<file path="src/sv/burning_ship_escape_time_top_assert.svh">
// assertion macros for the escape-time block
`ifndef BURNING_SHIP_ESCAPE_TIME_TOP_ASSERT_SVH
`define BURNING_SHIP_ESCAPE_TIME_TOP_ASSERT_SVH
`ifndef NO_ASSERTIONS
`define BSE_ASSERT_IMP(lbl, a, c) \
  lbl: assert property (@(posedge clk) disable iff (!rst_n) (a) |-> (c)) else $error("lbl");
`define BSE_ASSERT_NXT(lbl, a, c) \
  lbl: assert property (@(posedge clk) disable iff (!rst_n) (a) |=> (c)) else $error("lbl");
`else
`define BSE_ASSERT_IMP(lbl, a, c)
`define BSE_ASSERT_NXT(lbl, a, c)
`endif
`endif

</file>
<file path="src/sv/bse_pkg.sv">
`default_nettype none
package bse_pkg;
  typedef struct packed {
    logic [9:0] pixel_x;
    logic [9:0] pixel_y;
  } bse_in_t;

  typedef struct packed {
    logic [9:0] out_x;
    logic [9:0] out_y;
    logic [9:0] iter_count;
    logic [7:0] blue_level;
    logic       on_canvas;
  } bse_out_t;

  // controller to datapath
  typedef struct packed {
    logic load;     // latch pixel, start mapping
    logic map_re;   // capture real mapping result
    logic map_im;   // capture imaginary mapping result
    logic init_z;   // set start point
    logic mul;      // register products
    logic upd;      // update z
    logic div_start;
    logic div_step;
  } bse_cmd_t;

  // datapath to controller
  typedef struct packed {
    logic cont;     // iteration may continue
    logic map_done;
    logic div_done;
  } bse_sts_t;

  localparam int CfgReMin = 0;
  localparam int CfgReMax = 1;
  localparam int CfgImMin = 2;
  localparam int CfgImMax = 3;
  localparam int CfgLimit = 4;
  localparam int CfgMode  = 5;
  localparam int CfgStRe  = 6;
  localparam int CfgStIm  = 7;

  localparam logic signed [31:0] ReMinRst = 32'shDE666666;
  localparam logic signed [31:0] ReMaxRst = 32'sh0999999A;
  localparam logic signed [31:0] ImMinRst = 32'shECCCCCCD;
  localparam logic signed [31:0] ImMaxRst = 32'sh13333333;
  localparam logic [9:0] LimitRst = 10'd50;
  localparam logic [33:0] EscLimit = 34'h040000000;
  localparam logic [17:0] BlueScale = 18'd210;
endpackage
`default_nettype wire

</file>
<file path="src/sv/bse_ctrl.sv">
`default_nettype none
module bse_ctrl (
  input  wire logic             clk,
  input  wire logic             rst_n,
  input  wire logic             in_fire,
  input  wire logic             out_fire,
  input  wire bse_pkg::bse_sts_t sts,
  input  wire logic [9:0]       iter_limit,
  output bse_pkg::bse_cmd_t     cmd,
  output logic                  busy,
  output logic                  done,
  output logic [9:0]            count
);
  import bse_pkg::*;

  localparam logic [2:0] S_IDLE = 3'd0;
  localparam logic [2:0] S_MAP  = 3'd1;
  localparam logic [2:0] S_MUL  = 3'd2;
  localparam logic [2:0] S_UPD  = 3'd3;
  localparam logic [2:0] S_DIV  = 3'd4;
  localparam logic [2:0] S_OUT  = 3'd5;

  logic [2:0] state_r, state_nxt;
  logic [9:0] count_r, count_nxt;

  // sequencer
  always_comb begin
    state_nxt = state_r;
    count_nxt = count_r;
    cmd = '0;
    case (state_r)
      S_IDLE: begin
        if (in_fire) begin
          cmd.load = 1'b1;
          count_nxt = '0;
          state_nxt = S_MAP;
        end
      end
      S_MAP: begin
        if (sts.map_done) begin
          cmd.map_re = 1'b1;
          cmd.map_im = 1'b1;
          cmd.init_z = 1'b1;
          state_nxt = S_MUL;
        end
      end
      S_MUL: begin
        if (sts.cont && count_r < iter_limit) begin
          cmd.mul = 1'b1;
          state_nxt = S_UPD;
        end else begin
          cmd.div_start = 1'b1;
          state_nxt = S_DIV;
        end
      end
      S_UPD: begin
        cmd.upd = 1'b1;
        count_nxt = count_r + 10'd1;
        state_nxt = S_MUL;
      end
      S_DIV: begin
        cmd.div_step = 1'b1;
        if (sts.div_done) state_nxt = S_OUT;
      end
      S_OUT: begin
        if (out_fire) state_nxt = S_IDLE;
      end
      default: state_nxt = S_IDLE;
    endcase
  end

  always_ff @(posedge clk) begin
    if (!rst_n) begin
      state_r <= S_IDLE;
      count_r <= '0;
    end else begin
      state_r <= state_nxt;
      count_r <= count_nxt;
    end
  end

  assign busy  = (state_r != S_IDLE);
  assign done  = (state_r == S_OUT);
  assign count = count_r;
endmodule
`default_nettype wire

</file>
<file path="config.mk">
export PLATFORM = sky130hd
export DESIGN_NAME = bse_ctrl
export DESIGN_NICKNAME = d
export VERILOG_FILES = /design/src/sv/burning_ship_escape_time_top_assert.svh /design/src/sv/bse_pkg.sv /design/src/sv/bse_ctrl.sv
export SDC_FILE = /design/constraint.sdc
export NUM_CORES = 1
export LEC_CHECK = 0
export BUFFER_PORTS_ARGS = -buffer_cell sky130_fd_sc_hd__clkbuf_2
export CAP_MARGIN = 0
export CORE_MARGIN = 2
export CORE_UTILIZATION = 35
export CTS_CLUSTER_SIZE = 12
export DETAILED_ROUTE_END_ITERATION = 10
export PLACE_DENSITY = 0.72
export SKIP_CTS_REPAIR_TIMING = 1
export SLEW_MARGIN = 20
export SYNTH_ARGS = -nofsm -noshare
export SYNTH_HDL_FRONTEND = slang
export SYNTH_SLANG_ARGS = --single-unit
</file>
<file path="constraint.sdc">
create_clock -name clk -period 4.5 [get_ports clk]
set_clock_uncertainty 0.2 [all_clocks]
set_input_delay 0.9 -clock clk [delete_from_list [all_inputs] [get_ports clk]]
set_output_delay 0.9 -clock clk [all_outputs]
set_load 0.01 [all_outputs]
</file>
==> parameters.txt <==
Parameter                              Value

Run status
  Result of the run ... finished, violations left
  Failing checks ... design-rule violations

Floorplanning
  I/O pins ... 37
  Area of the die ... 0.00345 sq mm
  Initial Util ... 37.4%
  Horizontal die dimension ... 58.7 um
  Vertical extent of the die ... 58.7 um
  Core area ... 0.00281 sq mm
  Row count ... 19

Layout
  Footprint of the multi-input gates ... 686 sq um
  Sequential standard cell area ... approximately 260 sq um
  Proportion of layout cells with a drive suffix above 1 ... 27.9%
  Fin nets ... 193
  Count of non-filler cells in the finished layout ... between 150 and 200
  Antenna diode count ... 0
  Fill cell total of the finished layout ... 303
  Syn-to-layout area delta ... 18.6%

Yosys
  Post-Synthesis Cell Area ... 0.00105 sq mm
  Most frequent cells after synthesis ... inv_1, nand2_1, dfxtp_1, ha_1, nand3_1
  Synth Register Bits ... 13
  Count of flip-flops with a built-in enable after synthesis ... 0
  Post-Syn Instances ... 132
  Average size of a mapped cell ... 7.94 sq um
  Top FF cell, synth ... dfxtp_1
  Share of flip-flops with an asynchronous set or reset after synthesis ... 0%
  Synthesized-area fraction occupied by ao, oa, aoi and oai cells ... 19.5%
  Cell taking the most area after synthesis ... dfxtp_1
  Syn_nets ... around 160
  Dominant cells by area after synthesis ... dfxtp_1, ha_1, inv_1
  Warnings from Yosys ... 0
  Post-synthesis simple-gate area fraction ... 29.2%
  Share of synthesized area occupied by flip-flops and latches ... 24.8%
  Top-area cell type share of the netlist area ... 24.8%
  Post-synthesis share of cell area spent on full adders, half adders and majority gates ... 11.9%
  Share of cell area taken by muxes after synthesis ... 4.77%
  Main combinational cell family by area after synthesis ... simple AND/OR/NAND/NOR gates
  Xor/xnor share of the synthesized area ... 0%
  Yosys cell types ... 40

Place
  Final Wtd Congestion ... 0.797
  Worst slack at placement ... 1.10 ns
  Post-DP HPWL ... 1910 um
  Port Buf Inserts ... 36
  Placed insts ... 192

Critical path
  Required arrival time at the worst endpoint ... 3.40 ns
  Stage delay of the slowest cell on the critical path ... 0.31 ns
  Reg-to-reg critical path endpoint ... count[7]
  Worst setup EP type ... primary output
  Worst reg2reg path depth ... 5
  Flop2flop setup slack ... roughly 2.4 ns
  Reg-to-reg startpoint ... state_r[0]
  Crit-path slowest cell ... a2111oi_4
  Crit path cell chain ... clkbuf_2, inv_1, ha_1, a211oi_1, nor2_1, a2111oi_4, nand2_1, inv_1, clkbuf_2
  WP data arrival ... 2.30 ns
  Largest driver fanout on the critical path ... 2
  Kind of start point of the critical path ... input pin
  Class of the most critical setup path ... input pin to primary output

GRT
  Total congestion overflow after global routing ... 0
  First-pass GRT wire length ... 4010 um
  Vias in the first global route ... 947
  Largest net degree at the start of global routing ... 14
  Global-route usage over all layers ... between 10 and 15%
  Antenna violations before repair ... 0

Route
  WL/cell ... 11.9 um
  DR DRC count ... 3
  Wire length after detailed routing ... 2330 um
  Detailed Routing Iterations Pass 1 ... 7
  Detail Route Antenna Nets ... 0
  Routed via count ... approximately 1,000
  Via-per-instance ratio ... 5.19
  Violation count after the first detailed-routing iteration ... 18

STA
  Final Cycle Share ... 75.6%
  Highest attainable clock frequency ... 0.294 GHz
  Final critical-path setup slack ... ~1.1 ns
  Unrepaired setup endpoints after global routing ... no
  Final critical path time including I/O delays and setup ... 3.40 ns
  Final hold viol count ... 0
  Worst Max-Slew Pin Slew ... between 0.4 and 0.5 ns
  Number of pins exceeding their max-slew limit in the final report ... 0
  Final count of negative-setup-slack endpoints ... 0
  Total negative setup slack ... 0 ns
  Relative slew slack ... a little under three quarters
  Hold Worst Slack ... 0.337 ns

Flow run
  Max-cap viol count ... 0

Power
  Overall power after layout ... around 270 uW
  Power density normalized to cell area ... around 220 mW/mm^2
  Worst vdd ir ... 184 uV
  Leakage power figure ... about 0.62 nW

Clock tree
  Clock transition time at the flip-flop clock pins of the worst setup and hold paths ... roughly 0.090 ns
  Maximum root-to-sink buffer count ... 2
  Clock tree from TritonCTS ... yes
  Clock sinks ... 13
  CTS Root Buffer Type ... clkbuf_4
  H-tree level count ... 1
  Clk_lat worst skew ... 0.27 ns
  Number of buffers created by CTS ... 3

Hold path
  Hold worst-path end ... count[6]
  Worst Hold Class ... flop to flop
  Worst min-delay path startpoint ... count[6]
  Instance count along the most critical hold path ... 1
-- layout make-up --
class	instances	share of cell area [%]
Multi-Input combinational cell	98	55.1
Sequential cell	13	20.9
Clock buffer	4	2.11
Inverter	14	4.23
Tap cell	31	3.12
Timing Repair Buffer	36	14.5
-- sequential cells by signal (all words and copies together), names as in the netlist --
signal,count
state_r,3
count,10
-- critical path, delay by kind of cell --
| family | cells | cell delay, ns |
|---|---|---|
| AOI/OAI and AO/OA | 2 | 0.53 |
| buffers and inverters | 4 | 0.30 |
| adders and majority gates | 1 | 0.29 |
| and+or+nand+nor | 2 | 0.28 |
-- power breakdown --
group / switching (mW) / total, mW / leakage [nW] / internal (mW)
Combinational: 0.0393 / 0.0714 / 0.505 / 0.0321
Sequential: 0.00973 / 0.128 / 0.105 / 0.118
Clock: 0.0402 / 0.0745 / 0.0150 / 0.0342
-- layout by cell type, fill, tap and decap left out, types with 2 or more instances in the layout --
master | synthesis | final
clkbuf_4 | 0 | 3
a31oi_1 | 3 | 3
a21o_1 | 2 | 2
a21oi_1 | 7 | 7
nor2_1 | 7 | 7
mux2i_1 | 5 | 5
clkbuf_2 | 0 | 36
and2_1 | 5 | 5
nor3_1 | 3 | 3
o21ai_0 | 6 | 6
inv_1 | 14 | 14
nand3_1 | 8 | 8
nand2b_1 | 4 | 4
dfxtp_1 | 13 | 13
ha_1 | 10 | 10
a21boi_0 | 2 | 2
nor3b_1 | 2 | 2
nand2_1 | 14 | 14
-- layer usage --
layer	up-vias	share of wire [%]	global-route usage [%]
met5	-	0	0
met4	0	0.73	3.57
li1	524	-	-
met3	2	5.8	2.64
met1	464	46	18.7
met2	28	47	26.2
-- kinds of logic (layout without fill, tap and decap cells) --
kind of cell / count (synthesis) / after routing
simple gates: 54 / 54
compound gates: 29 / 29
buf+inv: 21 / 54
flops: 13 / 13
fa+ha+maj: 10 / 10
mux: 5 / 5
-- metrics by stage --
step / area (sq um) / utilization [%]
4_1_cts: 1240 / 44.3
5_1_grt: 1240 / 44.3
2_1_floorplan: 1050 / -
3_3_place_gp: 1220 / 43.4
3_5_place_dp: 1220 / 43.4
6_report: 1240 / 44.3
-- how the worst max path moves through the flow --
stage,startpoint,endpoint,slack (ns),cells past startpoint
after floorplan,iter_limit[9],cmd[1],1.36,7
after global placement,iter_limit[9],cmd[1],1.14,9
after detailed placement,iter_limit[7],cmd[3],1.10,9
after CTS,iter_limit[7],cmd[3],1.09,9
after global routing,iter_limit[7],cmd[3],0.98,9
final,iter_limit[7],cmd[3],1.10,9
No activity file was read; power rests on OpenSTA's default activity.
